--- config.mk ---
export PLATFORM = sky130hd
export DESIGN_NAME = rtfc_datapath
export DESIGN_NICKNAME = d
export VERILOG_FILES = /design/src/region_table_fault_classifier_defines.svh /design/src/rtfc_pkg.sv /design/src/rtfc_datapath.sv
export SDC_FILE = /design/constraint.sdc
export NUM_CORES = 2
export LEC_CHECK = 0
export BUFFER_PORTS_ARGS = -buffer_cell sky130_fd_sc_hd__buf_2
export CAP_MARGIN = 20
export CORE_MARGIN = 10
export CORE_UTILIZATION = 45
export DETAILED_ROUTE_END_ITERATION = 12
export PLACE_DENSITY = 0.57
export SYNTH_ARGS = -nofsm -noshare
export SYNTH_HDL_FRONTEND = slang
export SYNTH_SLANG_ARGS = --single-unit
--- constraint.sdc ---
create_clock -name clk_i -period 8.3 [get_ports clk_i]
set_clock_uncertainty 0.15 [all_clocks]
set_input_delay 0.83 -clock clk_i [delete_from_list [all_inputs] [get_ports clk_i]]
set_output_delay 0.83 -clock clk_i [all_outputs]
set_load 0.01 [all_outputs]
--- src/region_table_fault_classifier_defines.svh ---
// Assertion macros for the region table fault classifier.
// Included by the top level; no other dependencies.
`ifndef REGION_TABLE_FAULT_CLASSIFIER_DEFINES_SVH
`define REGION_TABLE_FAULT_CLASSIFIER_DEFINES_SVH

// Implication checked every cycle outside reset.
`define RTFC_ASSERT_IMP(lbl, clk, rstn, ante, cons) \
  lbl: assert property (@(posedge clk) disable iff (!rstn) (ante) |-> (cons)) \
    else $error("assertion failed");

// Next-cycle implication checked outside reset.
`define RTFC_ASSERT_NXT(lbl, clk, rstn, ante, cons) \
  lbl: assert property (@(posedge clk) disable iff (!rstn) (ante) |=> (cons)) \
    else $error("assertion failed");

`endif

--- src/rtfc_pkg.sv ---
// Shared types and constants for the region table fault classifier.
// No dependencies.
package rtfc_pkg;
  localparam int MaxRegions = 16;
  localparam int PageShift  = 12;
  localparam int IdxW       = $clog2(MaxRegions);
  localparam int CntW       = $clog2(MaxRegions + 1);
  localparam int PageW      = 32 - PageShift;

  typedef enum logic [1:0] {
    CMD_RESERVE = 2'd0, CMD_RELEASE = 2'd1, CMD_RANGE = 2'd2, CMD_FAULT = 2'd3
  } cmd_e;

  typedef enum logic [2:0] {
    ST_OK = 3'd0, ST_ALIGN = 3'd1, ST_OVERLAP = 3'd2, ST_FULL = 3'd3, ST_DENY = 3'd4
  } status_e;

  typedef enum logic [1:0] {
    ACT_NONE = 2'd0, ACT_DEMAND = 2'd1, ACT_COW = 2'd2
  } action_e;

  typedef struct packed {
    logic [1:0]  command;
    logic [31:0] address;
    logic [31:0] length;
    logic        want_writable;
    logic        want_user;
    logic        fault_present;
    logic        fault_write;
  } req_t;

  typedef struct packed {
    logic [2:0]  status;
    logic [1:0]  fault_action;
    logic        map_writable;
    logic        map_user;
    logic [19:0] page_number;
    logic [4:0]  regions_in_use;
  } rsp_t;

  // controller -> datapath
  typedef struct packed {
    logic load;      // capture request, reset scan
    logic scan;      // examine entry at scan index, advance
    logic rescan;    // range check: restart lookup at new position
    logic shift;     // one move step for insert/remove
    logic finish;    // apply result (count update, output fields)
  } cmd_t;

  // datapath -> controller
  typedef struct packed {
    logic [1:0] command;
    logic bad_align;     // reserve precheck fails / range wraps
    logic range_zero;
    logic scan_end;      // scan index at count
    logic hit;           // current entry matches
    logic full;
    logic range_done;    // position reached range end
    logic deny;          // hit entry not user (range)
    logic no_service;    // fault on a present page that cannot be copied
    logic shift_done;
  } stat_t;
endpackage

--- src/rtfc_datapath.sv ---
// Region table storage and per-entry compare logic.
// Depends on rtfc_pkg.
module rtfc_datapath (
  input  logic           clk_i,
  input  logic           rst_ni,
  input  rtfc_pkg::req_t req_i,
  input  rtfc_pkg::cmd_t cmd_i,
  input  logic [2:0]     res_status_i,
  output rtfc_pkg::stat_t stat_o,
  output rtfc_pkg::rsp_t rsp_o
);
  import rtfc_pkg::*;

  logic [PageW-1:0] start_q [MaxRegions];
  logic [PageW:0]   end_q   [MaxRegions];
  logic             wr_q    [MaxRegions];
  logic             us_q    [MaxRegions];
  logic [CntW-1:0]  cnt_q, cnt_d;
  logic [CntW-1:0]  idx_q, idx_d;
  logic [CntW-1:0]  mv_q, mv_d;
  req_t             req_q;
  logic [32:0]      pos_q, pos_d;   // range check position
  logic             hw_q, hu_q;     // flags of the hit entry
  rsp_t             rsp_q;

  logic [32:0] r_start, r_end;
  logic [32:0] e_lo, e_hi;
  logic [IdxW-1:0] ix, mx;
  logic hit;

  assign ix = idx_q[IdxW-1:0];
  assign mx = mv_q[IdxW-1:0];
  assign r_start = {1'b0, req_q.address};
  assign r_end   = r_start + {1'b0, req_q.length};
  assign e_lo = {1'b0, start_q[ix], {PageShift{1'b0}}};
  assign e_hi = {end_q[ix], {PageShift{1'b0}}};

  // per-command compare on the entry under the scan index
  always_comb begin
    unique case (cmd_e'(req_q.command))
      CMD_RESERVE: hit = (r_start < e_hi) && (r_end > e_lo);
      CMD_RELEASE: hit = (e_lo == r_start);
      CMD_RANGE:   hit = (pos_q >= e_lo) && (pos_q < e_hi);
      default:     hit = (r_start >= e_lo) && (r_start < e_hi);
    endcase
  end

  always_comb begin
    stat_o.command    = req_q.command;
    stat_o.bad_align  = (req_q.command == CMD_RANGE) ? r_end[32] :
        (((req_q.address | req_q.length) & ((32'd1 << PageShift) - 32'd1)) != 32'd0)
        || (r_end > 33'h1_0000_0000);
    stat_o.range_zero = (req_q.length == 32'd0);
    stat_o.scan_end   = (idx_q >= cnt_q);
    stat_o.hit        = hit;
    stat_o.full       = (cnt_q >= CntW'(MaxRegions));
    stat_o.range_done = (pos_q >= r_end);
    stat_o.deny       = !us_q[ix];
    stat_o.no_service = req_q.fault_present && !(req_q.fault_write && wr_q[ix]);
    stat_o.shift_done = (req_q.command == CMD_RESERVE) ? (mv_q == '0)
                                                       : (mv_q + 1'b1 >= cnt_q);
  end

  // control registers
  always_ff @(posedge clk_i or negedge rst_ni) begin
    if (!rst_ni) begin
      cnt_q <= '0;
    end else begin
      cnt_q <= cnt_d;
    end
  end

  always_comb begin
    cnt_d = cnt_q;
    idx_d = idx_q;
    mv_d  = mv_q;
    pos_d = pos_q;
    if (cmd_i.load) begin
      idx_d = '0;
      pos_d = {1'b0, req_i.address};
    end
    if (cmd_i.scan) idx_d = idx_q + 1'b1;
    if (cmd_i.rescan) begin
      idx_d = '0;
      pos_d = e_hi;
    end
    // seed the move index when the scan settles
    if (cmd_i.scan && hit) mv_d = idx_q;
    if (cmd_i.load) mv_d = (req_i.command == CMD_RESERVE) ? cnt_q : '0;
    if (cmd_i.shift) mv_d = (req_q.command == CMD_RESERVE) ? mv_q - 1'b1 : mv_q + 1'b1;
    if (cmd_i.finish && res_status_i == ST_OK) begin
      if (req_q.command == CMD_RESERVE) cnt_d = cnt_q + 1'b1;
      else if (req_q.command == CMD_RELEASE) cnt_d = cnt_q - 1'b1;
    end
  end

  // payload registers
  always_ff @(posedge clk_i) begin
    idx_q <= idx_d;
    mv_q  <= mv_d;
    pos_q <= pos_d;
    if (cmd_i.load) req_q <= req_i;
    if (cmd_i.scan && hit) begin
      hw_q <= wr_q[ix];
      hu_q <= us_q[ix];
    end
    // one entry moves per step; reserve writes slot 0 when mv reaches 0
    if (cmd_i.shift) begin
      if (req_q.command == CMD_RESERVE) begin
        if (mv_q == '0) begin
          start_q[0] <= req_q.address[31:PageShift];
          end_q[0]   <= r_end[32:PageShift];
          wr_q[0]    <= req_q.want_writable;
          us_q[0]    <= req_q.want_user;
        end else begin
          start_q[mx] <= start_q[mx-1'b1];
          end_q[mx]   <= end_q[mx-1'b1];
          wr_q[mx]    <= wr_q[mx-1'b1];
          us_q[mx]    <= us_q[mx-1'b1];
        end
      end else if (mv_q + 1'b1 < cnt_q) begin
        start_q[mx] <= start_q[mx+1'b1];
        end_q[mx]   <= end_q[mx+1'b1];
        wr_q[mx]    <= wr_q[mx+1'b1];
        us_q[mx]    <= us_q[mx+1'b1];
      end
    end
    if (cmd_i.finish) begin
      rsp_q.status         <= res_status_i;
      rsp_q.fault_action   <= ACT_NONE;
      rsp_q.map_writable   <= 1'b0;
      rsp_q.map_user       <= 1'b0;
      rsp_q.page_number    <= '0;
      rsp_q.regions_in_use <= 5'(cnt_d);
      if (req_q.command == CMD_FAULT) begin
        rsp_q.page_number <= 20'(req_q.address >> PageShift);
        if (res_status_i == ST_OK) begin
          rsp_q.fault_action <= req_q.fault_present ? ACT_COW : ACT_DEMAND;
          rsp_q.map_writable <= req_q.fault_present ? 1'b1 : hw_q;
          rsp_q.map_user     <= hu_q;
        end
      end
    end
  end

  assign rsp_o = rsp_q;
endmodule

## After elaboration in Yosys (flattened, before gate mapping)

Memories as Yosys holds them, arrays and structs flattened. A register that Yosys moved wholly into a read port is not among the register bits.
Cells that the tools add are included.

| cells by class | value |
|---|---|
| reductions and logical operators | 24 |
| equality and inequality tests | 4 |
| div/mod/pow operators | 0 |
| multipliers | 0 |
| shifts and indexed selects | 0 |
| $add $sub $neg | 8 |
| magnitude comparators | 11 |
| bitwise gates (word level) | 5 |
| multiplexer cells | 53 |

Operator list:

| operator | count |
|---|---|
| $mux W33 | 2 |
| $mux W5 | 10 |
| $mux W4 | 12 |
| $mux W21 | 2 |
| $mux W20 | 2 |
| $add A32 B32 Y33 | 1 |
| $ge A33 B32 Y1 | 1 |
| $ge A33 B33 Y1 | 1 |
| $gt A33 B32 Y1 | 1 |
| $gt A33 B33 Y1 const B | 1 |
| $lt A32 B33 Y1 | 1 |
| $lt A33 B33 Y1 | 1 |
| $eq A32 B32 Y1 | 1 |
| $ge A32 B32 Y1 | 1 |
| $logic_not A32 Y1 | 1 |
| $reduce_bool A32 Y1 | 1 |
| $mux W1 | 23 |
| $reduce_or A21 Y1 | 1 |
| $reduce_or A20 Y1 | 1 |
| $add A5 B1 Y5 const B | 3 |
| $or A12 B12 Y12 | 1 |
| $ge A5 B5 Y1 | 2 |
| $sub A5 B1 Y5 const B | 2 |
| $logic_and A1 B1 Y1 | 7 |
| 18 further kinds | 26 |

| word-level totals | value |
|---|---|
| logic and storage cells | 129 |
| latch bits | 0 |
| memories | 4 |
| output and inout port bits | 43 |
| flip-flop bits (word level) | 152 |
| bits in read-only memories | 0 |
| RAM bits | 688 |

Memory list:

| name | words | width | rd ports | clocked after Yosys merged registers in | wr ports | RTL line | RTL |
|---|---|---|---|---|---|---|---|
| end_q | 16 | 21 | 3 | 1 | 1 | rtfc_datapath.sv:15 | `logic [PageW:0] end_q [MaxRegions];` |
| start_q | 16 | 20 | 3 | 1 | 1 | rtfc_datapath.sv:14 | `logic [PageW-1:0] start_q [MaxRegions];` |
| us_q | 16 | 1 | 3 | 1 | 1 | rtfc_datapath.sv:17 | `logic us_q [MaxRegions];` |
| wr_q | 16 | 1 | 3 | 1 | 1 | rtfc_datapath.sv:16 | `logic wr_q [MaxRegions];` |

## Longest topological paths before layout

| depth | value |
|---|---|
| depth after elaboration | 9 |
| depth in mapped cells | 21 |
| mapped depth without buffers | 20 |

## Worst setup path after synthesis

Ideal clock, no wire load.

| timing path | value |
|---|---|
| kind | register to register |
| from | register mv_q[0] |
| to | memory end_q[0][0] (netlist name) (enable) |
| stages on the path, launching flop included | 16 |
| slack | 1.340 ns |
| data required time | 7.641 ns |
| buffers on the path | 5 |
| arrival | 6.301 ns |
| period minus slack after synthesis | 6.960 ns |
| cell sequence | edfxtp_1 -> clkbuf_1 -> clkbuf_1 -> nand3_1 -> xor2_1 -> clkbuf_1 -> inv_1 -> ha_1 -> nand4_1 -> nor2_1 -> a2111oi_0 -> and2_1 -> or2_2 -> clkbuf_1 -> clkbuf_1 -> a21boi_0 |

| on the way | value |
|---|---|
| word-level cells in the longest chain between the ends | 9 |

Ends and longest elaborated chain:

| element | RTL line | RTL |
|---|---|---|
| from (decl) | rtfc_datapath.sv:20 | `logic [CntW-1:0] mv_q, mv_d;` |
| from (signal assigned) | rtfc_datapath.sv:100 | `mv_q <= mv_d;` |
| $add A5 B1 Y5 | rtfc_datapath.sv:121 | `end else if (mv_q + 1'b1 < cnt_q) begin` |
| $lt A5 B5 Y1 | rtfc_datapath.sv:121 |  |
| $mux W1 | rtfc_datapath.sv:121 |  |
| $mux W1 | rtfc_datapath.sv:109 | `if (req_q.command == CMD_RESERVE) begin` |
| $mux W1 | rtfc_datapath.sv:108 | `if (cmd_i.shift) begin` |
| $mux W1 (implied by the code) | rtfc_datapath.sv:123 | `end_q[mx] <= end_q[mx+1'b1];` |
| $or A1 B1 Y1 (no line) | n/a |  |
| $reduce_or A21 Y1 (no line) | n/a |  |
| $mux W4 (no line) / $mux W1 (equally long branches) | n/a |  |
| to (decl) | rtfc_datapath.sv:15 |  |

Several ways; a longest one is shown, not always the timed one.

==> results.md <==
- Outcome: finished, final reports clean
- Ys Warns: 0
- Ports: 123
- Placed cell count: between 4,000 and 5,000
- Vias in the first global route: 30,513
- Max-slew violations: 0
- Final instance area: 53,900 µm²
- Core ar.: between 100,000 and 150,000 µm²
- Critical path endpoint: stat_o[5]
- Count of cell types in the netlist: 74
- Largest net degree at the start of global routing: 115
- Nets: 3,133
- CTS Buffer Depth: 3
- Row Count: around 120
- Worst EP arrival: 6.44 ns
- Layout cells sized above 1: 0.361
- Die height: 346 µm
- H-tree levels: 3
- Placed cell area: 50,600 µm²
- Die area: about 120,000 µm²
- Post-synth EDFFs: 818
- Routed len/inst: 35.3 µm
- Max Fclk: 135 MHz
- Synthesized area per cell: ~18 µm²
- Max cap viols: 0
- Leak: 18.2 nW
- FFs w/ async S/R, synth: 0.00592
- Synth top cells by count: edfxtp_1, mux4_2, ha_1, inv_1, clkbuf_1
- DPL Wire Length: approximately 97,000 µm
- RSZ-0062 raised after global routing: no
- First-pass GRT wire length: around 220,000 µm
- CTS tree: done
- Final setup viols: 0
- PwrDens: roughly 310 nW/µm²
- Gr usage total: 0.251
- Worst slew pin tran: ~1.2 ns
- Critical path startpoint category: register
- Latest clock arrival within the worst-skew pair: approximately 0.68 ns
- Top-area cell type share of the netlist area: 0.513
- Final worst path period share: 0.894
- Nature of the critical path endpoint: primary output
- Cts bufs inserted: 93
- CTS root buf: clkbuf_16
- P&R area growth vs syn: 12.6%
- Hold Startpoint: req_i[24]
- CP max FO: 6
- Reg2Reg Depth: 12
- Peak VDD IR: approximately 0.00019 V
- CP Class: reg2out
- Gpl congestion: 0.939
- Launch point of the worst path: r_start[0]
- Clock sinks: approximately 840
- Min Clock Period, post-route: 7.42 ns
- Via count: 29,760
- Worst EP required: approximately 7.3 ns
- Ys flop type: edfxtp_1
- Slack of the worst reg-to-reg path: 1.75 ns
- Top cells by area, synth: edfxtp_1, mux4_2, ha_1
- Syn Inst Count: between 2,000 and 3,000
- Width of the die: 346 µm
- Worst-path clk slew: around 0.060 ns
- Post-Route WL: 153,000 µm
- Most common cell in the netlist: edfxtp_1
- Fin cells: between 4,000 and 5,000
- Vias/cell: approximately 6.9
- Final Hold Viols: 0
- Routed Antenna Nets: 0
- Initial core utilization: 0.454
- Synthesized Nets: around 3,000
- Antenna violations before repair: 6
- Total gr overflow: 0
- Cell Area, Synth: 47,800 µm²
- Post-synthesis register bit count: 844
- Remaining DRCs: 0
- CTS resizes: 0
- DR iter-0 viols: 3,715
- Max_slew headroom: 0.225
- Hold Crit Class: in2reg
- R2R Path End: end_q[7][0]
- Cell taking the most area after synthesis: edfxtp_1
- Setup TNS: 0 ns
- Sequential area share after synthesis: 0.525
- Port Buffers: 122
- Reg2reg start: mv_q[0]
- Final Util: 0.511
- First-pass iteration count of the detailed router: 6
-- stage by stage --
step | worst slack (ns) | hold WS, ns | total power, W
final | 0.883 | 0.177 | 0.0165
after global routing | 0.711 | 0.159 | 0.0172
after CTS | 0.896 | 0.138 | 0.0165
after detailed placement | 1.63 | 0.380 | 0.0122
after global placement | 1.70 | 0.371 | 0.0121
after floorplan | 1.34 | 0.331 | 0.0102
-- sequential cells by signal (all words and copies together), names as in the netlist, named ones only --
| name | cells |
|---|---|
| stat_o | 2 |
| cnt_q | 5 |
| r_start | 32 |
| req_q | 36 |
| wr_q | 16 |
| hw_q | 1 |
| pos_q | 33 |
| end_q | 336 |
| start_q | 320 |
| hu_q | 1 |
| us_q | 16 |
| rsp_o | 32 |
| mv_q | 5 |
| idx_q | 5 |
-- cell families (layout without fill, tap and decap cells) --
logic type	Yosys count	after routing	synth area share
adder cells (fa/ha/maj)	197	197	0.0517
AO/OA/AOI/OAI	334	334	0.0463
AND/OR/NAND/NOR	359	359	0.0378
flip-flops	844	844	0.525
buffers and inverters	294	497	0.0245
multiplexers	663	663	0.307
other	0	2	0
XOR/XNOR	41	41	0.00751
-- timing repair --
item,4_1_cts,5_1_grt
buffers inserted,0,0
endpoints found under the hold margin,5,0
hold buffers,1,0
-- how the worst min path moves through the flow --
| stage | depth (start not counted) | slack, ns | end |
|---|---|---|---|
| finish | 1 | 0.18 | req_q[24] |
| global route | 1 | 0.16 | req_q[32] |
| CTS | 1 | 0.14 | req_q[1] |
| detailed placement | 2 | 0.38 | pos_q[6] |
| global placement | 2 | 0.37 | pos_q[4] |
| floorplan | 2 | 0.33 | pos_q[7] |
-- metal layers --
layer	vias to the layer above	global-route usage	routed length, µm
li1	11953	-	-
met5	-	0	46
met2	1706	0.405	73700
met1	15814	0.334	59500
met3	281	0.0533	14000
met4	6	0.0910	5350
-- cells in the final DEF, fill, tap and decap left out, types with 14 or more instances in the layout --
cell,count
edfxtp_1,818
mux4_2,645
ha_1,195
buf_2,121
inv_1,109
clkbuf_16,97
nand2_1,96
a21oi_1,78
buf_4,68
nor2_1,66
o21ai_0,60
a22oi_1,43
a21o_1,42
nand4_1,36
nand3_1,26
and2_1,24
clkinv_2,24
xnor2_1,22
a22o_1,21
buf_12,21
mux2i_1,18
nor4_1,18
dfxtp_1,17
xor2_1,15
nor2b_1,14
bufinv_16,14
-- power breakdown --
part           switching, W  internal (W)
sequential         0.000296       0.00569
clock               0.00179       0.00259
combinational       0.00341       0.00273
-- critical path: stages (launching register included) --
cell and delay (ns):
edfxtp_1 0.45, ha_1 0.26, fa_1 0.43, a211oi_2 0.28, o21ai_1 0.33, a32oi_1 0.35
o21ai_0 0.15, a31oi_1 0.28, xor2_1 0.89, inv_1 0.11, ha_1 0.33, a21o_1 0.18
a21o_1 0.17, a21oi_1 0.16, nor2_1 0.06, a211oi_1 0.38, a22oi_1 0.19, o311ai_1 0.30
buf_4 0.22, nand2_1 0.06, buf_2 0.16
-- final cells by class --
| type | instances | area (µm²) |
|---|---|---|
| Timing Repair Buffer | 213 | 1590 |
| Clock buffer | 108 | 2490 |
| Antenna cell | 2 | 5.00 |
| Inverter | 110 | 418 |
| Fill cell | 8480 | 51600 |
| Tap cell | 1391 | 1740 |
| Sequential cell | 844 | 25100 |
| Clock inverter | 66 | 733 |
| Multi-Input combinational cell | 1594 | 21800 |
Note: power is estimated with default switching activity, not from simulation.
