==> config.mk <==
export PLATFORM = sky130hd
export DESIGN_NAME = rtfc_ctrl
export DESIGN_NICKNAME = d
export VERILOG_FILES = /design/src/region_table_fault_classifier_defines.svh /design/src/rtfc_pkg.sv /design/src/rtfc_ctrl.sv
export SDC_FILE = /design/constraint.sdc
export NUM_CORES = 1
export LEC_CHECK = 0
export CAP_MARGIN = 20
export CORE_MARGIN = 2
export CORE_UTILIZATION = 35
export CTS_BUF_LIST = sky130_fd_sc_hd__clkbuf_2
export DETAILED_ROUTE_END_ITERATION = 8
export DONT_BUFFER_PORTS = 1
export PLACE_DENSITY = 0.49
export SYNTH_ARGS = -nofsm -noshare
export SYNTH_HDL_FRONTEND = slang
export SYNTH_SLANG_ARGS = --single-unit
export TNS_END_PERCENT = 1
==> constraint.sdc <==
create_clock -name clk_i -period 2.4 [get_ports clk_i]
set_input_delay 0.48 -clock clk_i [delete_from_list [all_inputs] [get_ports clk_i]]
set_output_delay 0.48 -clock clk_i [all_outputs]
set_load 0.01 [all_outputs]
==> src/region_table_fault_classifier_defines.svh <==
// Assertion macros for the region table fault classifier.
// Included by the top level; no other dependencies.
`ifndef REGION_TABLE_FAULT_CLASSIFIER_DEFINES_SVH
`define REGION_TABLE_FAULT_CLASSIFIER_DEFINES_SVH

// Implication checked every cycle outside reset.
`define RTFC_ASSERT_IMP(lbl, clk, rstn, ante, cons) \
  lbl: assert property (@(posedge clk) disable iff (!rstn) (ante) |-> (cons)) \
    else $error("assertion failed");

// Next-cycle implication checked outside reset.
`define RTFC_ASSERT_NXT(lbl, clk, rstn, ante, cons) \
  lbl: assert property (@(posedge clk) disable iff (!rstn) (ante) |=> (cons)) \
    else $error("assertion failed");

`endif

==> src/rtfc_pkg.sv <==
// Shared types and constants for the region table fault classifier.
// No dependencies.
package rtfc_pkg;
  localparam int MaxRegions = 16;
  localparam int PageShift  = 12;
  localparam int IdxW       = $clog2(MaxRegions);
  localparam int CntW       = $clog2(MaxRegions + 1);
  localparam int PageW      = 32 - PageShift;

  typedef enum logic [1:0] {
    CMD_RESERVE = 2'd0, CMD_RELEASE = 2'd1, CMD_RANGE = 2'd2, CMD_FAULT = 2'd3
  } cmd_e;

  typedef enum logic [2:0] {
    ST_OK = 3'd0, ST_ALIGN = 3'd1, ST_OVERLAP = 3'd2, ST_FULL = 3'd3, ST_DENY = 3'd4
  } status_e;

  typedef enum logic [1:0] {
    ACT_NONE = 2'd0, ACT_DEMAND = 2'd1, ACT_COW = 2'd2
  } action_e;

  typedef struct packed {
    logic [1:0]  command;
    logic [31:0] address;
    logic [31:0] length;
    logic        want_writable;
    logic        want_user;
    logic        fault_present;
    logic        fault_write;
  } req_t;

  typedef struct packed {
    logic [2:0]  status;
    logic [1:0]  fault_action;
    logic        map_writable;
    logic        map_user;
    logic [19:0] page_number;
    logic [4:0]  regions_in_use;
  } rsp_t;

  // controller -> datapath
  typedef struct packed {
    logic load;      // capture request, reset scan
    logic scan;      // examine entry at scan index, advance
    logic rescan;    // range check: restart lookup at new position
    logic shift;     // one move step for insert/remove
    logic finish;    // apply result (count update, output fields)
  } cmd_t;

  // datapath -> controller
  typedef struct packed {
    logic [1:0] command;
    logic bad_align;     // reserve precheck fails / range wraps
    logic range_zero;
    logic scan_end;      // scan index at count
    logic hit;           // current entry matches
    logic full;
    logic range_done;    // position reached range end
    logic deny;          // hit entry not user (range)
    logic no_service;    // fault on a present page that cannot be copied
    logic shift_done;
  } stat_t;
endpackage

==> src/rtfc_ctrl.sv <==
// Sequencer for the region table: scan, move and response steps.
// Depends on rtfc_pkg.
module rtfc_ctrl (
  input  logic            clk_i,
  input  logic            rst_ni,
  input  logic            in_valid_i,
  output logic            in_ready_o,
  output logic            out_valid_o,
  input  logic            out_ready_i,
  input  rtfc_pkg::stat_t stat_i,
  output rtfc_pkg::cmd_t  cmd_o,
  output logic [2:0]      res_status_o
);
  import rtfc_pkg::*;

  typedef enum logic [5:0] {
    S_IDLE  = 6'b000001,
    S_CHECK = 6'b000010,
    S_SCAN  = 6'b000100,
    S_MOVE  = 6'b001000,
    S_DONE  = 6'b010000,
    S_OUT   = 6'b100000
  } state_e;

  state_e state_q, state_d;
  logic [2:0] st_q, st_d;

  always_ff @(posedge clk_i or negedge rst_ni) begin
    if (!rst_ni) begin
      state_q <= S_IDLE;
      st_q    <= ST_OK;
    end else begin
      state_q <= state_d;
      st_q    <= st_d;
    end
  end

  always_comb begin
    state_d = state_q;
    st_d    = st_q;
    cmd_o   = '0;
    in_ready_o  = 1'b0;
    out_valid_o = 1'b0;
    unique case (state_q)
      S_IDLE: begin
        in_ready_o = 1'b1;
        if (in_valid_i) begin
          cmd_o.load = 1'b1;
          state_d = S_CHECK;
        end
      end
      // prechecks before any scan
      S_CHECK: begin
        st_d = ST_OK;
        state_d = S_SCAN;
        priority case (cmd_e'(stat_i.command))
          CMD_RESERVE: if (stat_i.bad_align) begin
            st_d = ST_ALIGN; state_d = S_DONE;
          end
          CMD_RANGE: if (stat_i.range_zero) begin
            state_d = S_DONE;
          end else if (stat_i.bad_align) begin
            st_d = ST_DENY; state_d = S_DONE;
          end
          default: ;
        endcase
      end
      // one entry per cycle
      S_SCAN: begin
        if (stat_i.scan_end) begin
          state_d = S_DONE;
          unique case (cmd_e'(stat_i.command))
            CMD_RESERVE: if (stat_i.full) st_d = ST_FULL;
                         else state_d = S_MOVE;
            default: st_d = ST_DENY;
          endcase
        end else if (stat_i.hit) begin
          unique case (cmd_e'(stat_i.command))
            CMD_RESERVE: begin st_d = ST_OVERLAP; state_d = S_DONE; end
            CMD_RELEASE: begin cmd_o.scan = 1'b1; state_d = S_MOVE; end
            CMD_RANGE: begin
              if (stat_i.deny) begin
                st_d = ST_DENY; state_d = S_DONE;
              end else begin
                cmd_o.rescan = 1'b1; state_d = S_CHECK;
              end
            end
            default: begin
              // present page: only a write to a writable region is serviced
              cmd_o.scan = 1'b1;
              if (stat_i.no_service) st_d = ST_DENY;
              state_d = S_DONE;
            end
          endcase
        end else begin
          cmd_o.scan = 1'b1;
        end
      end
      S_MOVE: begin
        cmd_o.shift = 1'b1;
        if (stat_i.shift_done) state_d = S_DONE;
      end
      S_DONE: begin
        cmd_o.finish = 1'b1;
        state_d = S_OUT;
      end
      S_OUT: begin
        out_valid_o = 1'b1;
        if (out_ready_i) state_d = S_IDLE;
      end
      default: state_d = S_IDLE;
    endcase
    // range check: after a rescan, stop once the end is covered
    if (state_q == S_CHECK && stat_i.command == CMD_RANGE && !stat_i.range_zero
        && !stat_i.bad_align && stat_i.range_done) begin
      state_d = S_DONE;
    end
  end

  // fault result: denied unless a hit allows service
  always_comb begin
    res_status_o = st_q;
  end
endmodule

Word level (Yosys, flattened, before mapping)
Index checks and enable logic that the tools add are counted.
{"block": "op_classes", "eq_ne": 17, "mux": 39, "reduce_logical": 11}
{"cell": "2-to-1 mux 6 bit", "n": 7}
{"cell": "case mux 6 bit (6 select lines)", "n": 1}
{"cell": "2-to-1 mux 3 bit", "n": 8}
{"cell": "2-to-1 mux 5 bit", "n": 4}
{"cell": "!= test 3 bit (second input constant)", "n": 5}
{"cell": "2-to-1 mux 1 bit", "n": 12}
{"cell": "!= test 4 bit (second input constant)", "n": 3}
{"cell": "case mux 3 bit (2 select lines)", "n": 2}
{"cell": "case mux 6 bit (2 select lines)", "n": 1}
{"cell": "case mux 5 bit (2 select lines)", "n": 1}
{"cell": "case mux 3 bit (3 select lines)", "n": 1}
{"cell": "== test 6 x 1 -> 1 bit (second input constant)", "n": 1}
{"cell": "== test 6 x 2 -> 1 bit (second input constant)", "n": 1}
{"cell": "== test 6 x 3 -> 1 bit (second input constant)", "n": 1}
{"cell": "== test 6 x 4 -> 1 bit (second input constant)", "n": 1}
{"cell": "== test 6 x 5 -> 1 bit (second input constant)", "n": 1}
{"cell": "== test 6 bit (second input constant)", "n": 1}
{"cell": "AND reduction 6 bit", "n": 1}
{"cell": "!= test 5 x 4 -> 1 bit (second input constant)", "n": 1}
{"cell": "logical AND 1 bit", "n": 4}
{"cell": "2-to-1 mux 2 bit", "n": 2}
{"cell": "AND reduction 4 bit", "n": 1}
{"cell": "== test 2 x 1 -> 1 bit (second input constant)", "n": 1}
{"cell": "== test 2 bit (second input constant)", "n": 1}
{"cell": "other kinds (4)", "n": 5}
{"block": "totals", "reg_bits": 9, "in_bits": 15, "elab_cells": 69}

Longest topological paths before layout
Gate-level depths: netlist of the first run.
{"block": "logic_depth", "ltp_word": 7, "mapped_depth": 5, "ltp_nobuf": 4}

Worst setup path after synthesis of the first run
No wires, ideal clock.
{"block": "synth_path", "kind": "flip-flop to output port", "start": "register state_q[1]", "end": "output port cmd_o[2] in the netlist's numbering", "arrival_ns": 1.651, "t_required_ns": 1.920, "path_slack_ns": 0.269, "path_stages_with_launch": 5, "n_path_buf": 0, "cell_sequence": "dfrtp_1 nor4_4 nand3_2 or4_4 nor2_1"}
{"element": "start, declared", "line_no": "rtfc_ctrl.sv:25", "source": "state_e state_q, state_d;"}
{"element": "start signal, assigned", "line_no": "rtfc_ctrl.sv:33", "source": "state_q <= state_d;"}
{"element": "end, declared", "line_no": "rtfc_ctrl.sv:11", "source": "output rtfc_pkg::cmd_t cmd_o,"}

==> reports/results.txt, run 1 <==
In this run the standard cell core region covers 1980 um2. Once detailed placement completed, the half-perimeter wirelength came to 1400 um. The starting density of the core is 37.4%, and the horizontal die dimension is 50.0 um.

The count of vias placed by the detailed router came out at 635. The die outline height was 50.0 um; the count of routing violations after the opening detailed-route iteration was 9. In this run the worst path has a maximum fanout of 5. The clock skew after layout was 0.00503 ns; the worst max-slew margin expressed relative to the limit was 67.8%.

The DRC violations left is 0, and the global-route wire length before repair is 2960 um. The clock-pin transition on the worst setup and hold timing paths was 0.09 ns; the number of synthesis warnings was 0. The CTS H-tree depth was 1. Most common cell after layout, fill and taps aside: sky130_fd_sc_hd__dfrtp_1. Number of global-route vias before repair: 618.

For the final worst setup slack, the log shows 0.105 ns. The cell with the largest stage delay on the worst path was sky130_fd_sc_hd__or4_4. Routability-driven placement finished with a final weighted congestion of 0.826.

In the routed layout, each cell is associated on average with a via count of 5.67. The flow ran to the end, and the final reports show no timing, DRC or antenna violations. The run gives 0 as the number of antenna violations at the first check in global routing. Buffers inserted during clock tree synthesis total 3. 25 I/O pins were placed. For the worst-skew pair, the clock arrives at the later sink with an insertion delay of 0.25 ns. In the layout the commonest cells are 7 x sky130_fd_sc_hd__dfrtp_1, 5 x sky130_fd_sc_hd__inv_1, 5 x sky130_fd_sc_hd__a21oi_1. After detailed routing, the average wire length per cell comes to 15.9 um. Data on the critical path is required at its endpoint by 1.92 ns. The final critical delay including setup and external delays was 2.29 ns; the final antenna diode count was 0.

At the worst endpoint, the arrival time is 1.81 ns. The internal portion of the total power is 428 uW. Counting flops and latches in the post-synthesis netlist gives 9.

The mapped netlist covers 741 um2. The sum of routed wire length over all layers is 1780 um. The clock network burns 13.6% of the power.

The run gives 80 as the synthesized instance count. The multi-input combinational cells in the finished layout cover a total of 480 um2. Once detail routing completed, the nets flagged for antenna violations numbered 0. Sequential cells burn 37.8% of the power. The final critical path takes up 95.6% of the cycle.

Each instance of the synthesized netlist takes up on average 9.26 um2. Summed over all cells, the static leakage comes to 0.334 nW. Cells with a size suffix above 1 make up 32.9% of the layout.

The overall fraction of global-route tracks in use came out at 15.8%. Synthesis instantiated 41 different standard cells from the library. The pre-antenna-repair detailed-routing pass consisted of 4 iterations.

Counting every sink on the clock net gives 9. Summed over all failing endpoints, the final setup total negative slack is 0 ns. For the remaining global-route overflow, the log shows 0. The tools report the root buffer cell as sky130_fd_sc_hd__clkbuf_2. Setup-violating endpoint count in the final report: 0. The count of final max-slew check failures came out at 0. IR analysis of the VDD net gives a maximum drop of 333 uV. TritonCTS built the clock tree. The total count of hold-check failures in the final report is 0. Traced cell by cell, the critical path runs through nor4_4, nand3_2, or4_4, nor2_2.

The critical path is of the reg -> out type. In this run the core area contains 16 standard-cell rows. The type of destination of the critical path is a primary output.

The run gives 30.6% as the share of synthesized area occupied by flip-flops and latches. The classification of the worst-slack hold path is in -> async. In the final design database the tool counted 101 nets. Clock tree buffer depth: 2. The power density over the cells came out at 873 nW/um2. The actual slew at the worst max-slew pin is 0.478 ns, and the highest achievable clock rate is 436 MHz.

The sequential cell area is 228 um2. The count of max-cap constraint violations came out at 0. The largest net degree at the start of global routing came out at 12. STA classifies the critical path startpoint as a flop.

The tools report the area enclosed by the die boundary as 2500 um2. Setup repair after global routing left no endpoint under its margin. The switching power share of the total is 40.2%, and the area growth from synthesis to final layout is 10.8%. The combinational share of power was 48.6%. Count of input and output buffers: 0. The run gives 288 uW as the net switching component of the power. The largest incremental delay on the critical path was 0.51 ns; the setup slack after placement was 0.266 ns.

The layout has 206 filler cells. Net count after synthesis: 95.
## stage by stage
| step | utilization, % | power [mW] | cell area, um2 | hold WS, ns | instances |
|---|---|---|---|---|---|
| final | 41.4 | 0.716 | 821 | 0.0604 | 112 |
| after global routing | 41.4 | 0.780 | 821 | 0.0157 | 112 |
| after CTS | 40.6 | 0.703 | 805 | 0.0418 | 110 |
| after detailed placement | 39.0 | 0.598 | 772 | 0.185 | 105 |
| after global placement | 39.0 | 0.599 | 772 | 0.185 | 105 |
| after floorplan | - | 0.531 | 741 | 0.184 | 80 |
## power groups by stage
stage,Combinational (mW),Clock [mW],Sequential [mW]
floorplan,0.285,0,0.246
global placement,0.328,0,0.271
detailed placement,0.324,0,0.274
CTS,0.329,0.104,0.271
global route,0.385,0.114,0.280
finish,0.348,0.0974,0.271
## layer usage
| metal | share of wire, % | global-route usage (%) |
|---|---|---|
| met1 | 44 | 19.4 |
| met2 | 50 | 25.7 |
| met3 | 5.0 | 5.76 |
| met4 | 0.34 | 4.17 |
| met5 | 0 | 0 |
## sequential cells by signal, indices dropped and copies added, names as in the netlist
name / flops
res_status_o: 3
state_q: 6
## layout make-up
| cell class | count | share of cell area [%] |
|---|---|---|
| Inverter | 5 | 2.29 |
| Clock buffer | 4 | 2.44 |
| Tap cell | 27 | 4.12 |
| Timing Repair Buffer | 5 | 4.88 |
| Multi-Input combinational cell | 62 | 58.5 |
| Sequential cell | 9 | 27.7 |
## logic make-up after synthesis
group / synth area share [%]
and+or+nand+nor: 35.3
xor gates and xnor gates: 1.18
AOI/OAI and AO/OA: 22.0
muxes: 6.08
DFF: 30.6
buffers and inverters: 4.90
## synthesized netlist by cell type
master                      n  share of area [%]
sky130_fd_sc_hd__a211oi_2   1                1.7
sky130_fd_sc_hd__a21bo_2    1                1.4
sky130_fd_sc_hd__a21boi_0   1                1.0
sky130_fd_sc_hd__a21oi_1    5                3.4
sky130_fd_sc_hd__a22oi_1    1                1.0
sky130_fd_sc_hd__a31o_2     1                1.2
sky130_fd_sc_hd__and2b_1    1                1.0
sky130_fd_sc_hd__and3_1     1               0.85
sky130_fd_sc_hd__buf_2      2                1.4
sky130_fd_sc_hd__clkbuf_1   2                1.0
sky130_fd_sc_hd__dfrtp_1    8                 27
sky130_fd_sc_hd__dfstp_2    1                3.5
sky130_fd_sc_hd__inv_1      5                2.5
sky130_fd_sc_hd__mux2_2     4                6.1
sky130_fd_sc_hd__nand2_1    2                1.0
sky130_fd_sc_hd__nand2b_1   2                1.7
sky130_fd_sc_hd__nand3_2    1                1.4
sky130_fd_sc_hd__nand3b_1   1                1.0
sky130_fd_sc_hd__nand4_1    2                1.7
sky130_fd_sc_hd__nand4bb_1  1                1.5
sky130_fd_sc_hd__nor2_1     4                2.0
sky130_fd_sc_hd__nor2b_1    1               0.85
sky130_fd_sc_hd__nor3_1     4                2.7
sky130_fd_sc_hd__nor3b_1    4                4.1
sky130_fd_sc_hd__nor4_1     1               0.85
sky130_fd_sc_hd__nor4_4     1                2.9
sky130_fd_sc_hd__nor4b_1    1                1.2
sky130_fd_sc_hd__o21ai_0    3                2.0
sky130_fd_sc_hd__o21bai_1   1                1.0
sky130_fd_sc_hd__o221ai_2   1                2.0
sky130_fd_sc_hd__o311a_1    1                1.4
sky130_fd_sc_hd__o31ai_1    3                3.0
sky130_fd_sc_hd__o31ai_2    1                1.7
sky130_fd_sc_hd__o32ai_1    1                1.2
sky130_fd_sc_hd__or2_2      2                1.7
sky130_fd_sc_hd__or2b_1     1                1.0
sky130_fd_sc_hd__or3_1      2                1.7
sky130_fd_sc_hd__or4_4      2                3.0
sky130_fd_sc_hd__or4b_2     1                1.4
sky130_fd_sc_hd__or4b_4     1                1.9
sky130_fd_sc_hd__xor2_1     1                1.2
## worst paths after layout
check	from	endpoint	slack, ns	depth (start not counted)
max	state_q[1]	cmd_o[2]	0.11	4
min	rst_ni	state_q[0]	0.06	0
max reg2reg	state_q[1]	res_status_o[1]	0.43	5
min reg2reg	res_status_o[0]	res_status_o[0]	0.59	1
max in group asynchronous	rst_ni	state_q[1]	1.53	1
min in group clk_i	in_valid_i	state_q[0]	0.28	1
## timing repair
| item | CTS | global route |
|---|---|---|
| buffers inserted | 0 | 2 |
| hold buffers | 1 | 0 |
| hold endpoints to repair | 8 | 0 |
| setup endpoints to repair | 1 | 1 |
| resized for setup | 1 | 1 |
| pin swaps | 1 | 1 |
## worst max-delay path: cells and delay by family (launching register included)
kind	cells	cell delay, ns
flip-flops	1	0.45
AND/OR/NAND/NOR	4	1.11
(Power assumes the default switching activity.)
==> inputs of run 2 (changes only) <==
--- a/config.mk
+++ b/config.mk
@@ -12,6 +12,7 @@
 export DETAILED_ROUTE_END_ITERATION = 8
 export DONT_BUFFER_PORTS = 1
 export PLACE_DENSITY = 0.49
+export REMOVE_ABC_BUFFERS = 1
 export SYNTH_ARGS = -nofsm -noshare
 export SYNTH_HDL_FRONTEND = slang
 export SYNTH_SLANG_ARGS = --single-unit
==> reports/results.txt, run 2 (synthesis results as in run 1) <==
The flow ran to the end, and the final reports show no timing, DRC or antenna violations. The count of max-cap constraint violations is 0 (unchanged), and the final weighted congestion in routability-driven placement is 0.767 (-7.2%). The final antenna diode count was 0 (unchanged); the count of final max-slew check failures was 0 (unchanged). The core region area came out at 1980 um2 (unchanged). The clock buffer count from CTS came out at 3 (unchanged). In the layout the commonest cells are 8 x sky130_fd_sc_hd__dfrtp_1, 5 x sky130_fd_sc_hd__inv_1, 5 x sky130_fd_sc_hd__a21oi_1. The per-cell via count in the routed design works out to 5.59 (-1.3%). TritonCTS sink count: 9 (unchanged). The count of routing violations after the opening detailed-route iteration is 9 (unchanged), and the setup slack after placement is 0.275 ns (+0.00916 ns). The run gives 25 (unchanged) as the total I/O pin count. The highest achievable clock rate was 438 MHz (+0.49%); the number of flip-flops under the largest register name was 6 (unchanged).

The logs give 0 (unchanged) for the total count of hold-check failures in the final report and 480 um2 (unchanged) for the combined area of the multi-input logic cells. The maximum fanout along the worst path came out at 6 (+1). The run gives 1.80 ns (about the same) as the arrival time of the worst setup path. The post-route clock period utilization came out at 95.1% (-0.47 points). Walking the worst path, the cells encountered are nor4_4, nand3_2, or4_4, nor2_2. The run gives 0 (unchanged) as the DRC violations left. The number of filler instances in the final layout was 197 (-4.4%); the global-route wire length before repair was 3080 um (+4.2%). The area of all placed cells without fillers was 812 um2 (-1.1%). The type of the worst setup path is reg -> out. The actual slew at the worst max-slew pin came out at 0.483 ns (+0.00477 ns). The power density over the cells was 876 nW/um2 (+0.44%); the number of global-route vias before repair was 636 (+2.9%). The clock-pin transition on the worst setup and hold timing paths came out at 0.09 ns (about the same).

The logs give 0 (unchanged) for the setup-violating endpoint count in the final report and 1810 um (+1.3%) for the sum of routed wire length over all layers. The run gives 772 um2 (unchanged) as the area after detailed placement. For the worst max-slew margin expressed relative to the limit, the log shows 67.5% (-0.32 points). The tools report the final worst setup slack as 0.117 ns (+0.0113 ns). The largest incremental delay on the critical path works out to 0.51 ns (about the same). The final net count is 100 (-0.99%), and the number of detailed-route iterations in the first pass is 4 (unchanged). The slowest stage of the critical path belongs to the cell sky130_fd_sc_hd__or4_4.

Setup repair after global routing left no endpoint under its margin. Overall power after layout: 712 uW (-0.64%). The classification of the worst-slack hold path is in -> async. The nature of the critical path startpoint was a flop. The horizontal die dimension came out at 50.0 um (unchanged).

The final antenna-violating net count was 0 (unchanged). The data required time of the critical path was 1.92 ns (about the same); the wire length per cell after detailed routing was 16.3 um (+2.2%). The final critical delay including setup and external delays came out at 2.28 ns (-0.0113 ns). The run gives 1400 um (+0.11%) as the detailed placement HPWL. The logs give 359 uV (+7.9%) for the maximum ir drop on the vdd rail and 0 ns (unchanged) for the setup total negative slack.

The die outline height is 50.0 um (unchanged). The largest net degree at the start of global routing is 12 (unchanged), and the starting density of the core is 37.4% (unchanged). STA classifies the critical path endpoint as a primary output. Register name with the most flops: state_q. The run gives 0.25 ns (about the same) as the worst-skew pair later-pin latency. The site row count is 16 (unchanged), and the remaining global-route overflow is 0 (unchanged).

The logs give 0.0593 ns (-0.00107 ns) for the tightest hold margin and 0.330 nW (-1.2%) for the static leakage power. For the sequential cell area, the log shows 226 um2 (-0.55%). The most common cell after layout, fill and taps aside was sky130_fd_sc_hd__dfrtp_1. TritonCTS built the clock tree.

The area enclosed by the die boundary is 2500 um2 (unchanged), and the number of antenna violations at the first check in global routing is 0 (unchanged). The tools report the overall fraction of global-route tracks in use as 16.6% (+0.85 points). For the clock tree buffer depth, the log shows 2 (unchanged). The root buffer cell chosen for the clock tree is sky130_fd_sc_hd__clkbuf_2. Area growth from synthesis to final layout: 9.63%. For the count of vias placed by the detailed router, the log shows 621 (-2.2%). CTS H-tree depth: 1 (unchanged). The count of input and output buffers was 0 (unchanged).

The layout cell share with drive strength beyond 1 came out at 31.0% (-2.0 points). The clock skew after layout came out at 0.000475 ns (-0.00456 ns).
-- run 2: cell count changes in the layout (fill, tap and decap cells not counted) --
cell	delta
sky130_fd_sc_hd__buf_4	-1
sky130_fd_sc_hd__dfrtp_1	+1
sky130_fd_sc_hd__dfrtp_2	-1
-- run 2: layout make-up --
| type | instances | area share, % |
|---|---|---|
| flip-flops and latches | 9 | 27.9 |
| well taps | 27 | 4.16 |
| multi-input cells | 62 | 59.2 |
| repair buffers | 4 | 4.01 |
| inverters | 5 | 2.31 |
| clock buffers | 4 | 2.47 |
-- run 2: metrics by stage --
| step | utilization (%) | instances |
|---|---|---|
| final | 41.0 | 111 |
| after global routing | 41.0 | 111 |
| after CTS | 40.8 | 111 |
| after detailed placement | 39.0 | 105 |
| after global placement | 39.0 | 105 |
| after floorplan | - | 76 |
-- run 2: report_power, final --
group	internal, mW	switching, mW
Sequential	0.200	0.0703
Clock	0.0443	0.0554
Combinational	0.175	0.166
-- run 2: what timing repair did --
| item | in CTS | in global routing |
|---|---|---|
| pin swaps | 1 | 0 |
| hold buffers | 1 | 0 |
| hold endpoints to repair | 8 | 0 |
| setup endpoints to repair | 1 | 1 |
| resized for setup | 0 | 1 |
| setup buffers | 1 | 0 |
-- run 2: routing by layer --
| layer | part of all wire [%] | wire length [um] | track usage (%) |
|---|---|---|---|
| met1 | 46 | 835 | 21.0 |
| met2 | 48 | 865 | 25.9 |
| met3 | 5.0 | 91 | 6.06 |
| met4 | 0.78 | 14 | 5.56 |
| met5 | 0 | 0 | 0 |
-- run 2: path summary, 6_finish.rpt --
check / startpoint / to / slack, ns / depth (start not counted)
worst max-delay path: state_q[1] / cmd_o[2] / 0.12 / 4
worst min-delay path: rst_ni / state_q[0] / 0.06 / 0
worst max register to register: state_q[1] / res_status_o[0] / 0.46 / 5
worst min register to register: res_status_o[2] / res_status_o[2] / 0.59 / 1
max in group asynchronous: rst_ni / state_q[3] / 1.56 / 1
min in group clk_i: in_valid_i / state_q[0] / 0.28 / 1
-- run 2: worst max-delay path: cells and delay by family (launching register included) --
| family | cells | cell delay, ns |
|---|---|---|
| AND/OR/NAND/NOR | 4 | 1.10 |
| flip-flops | 1 | 0.45 |
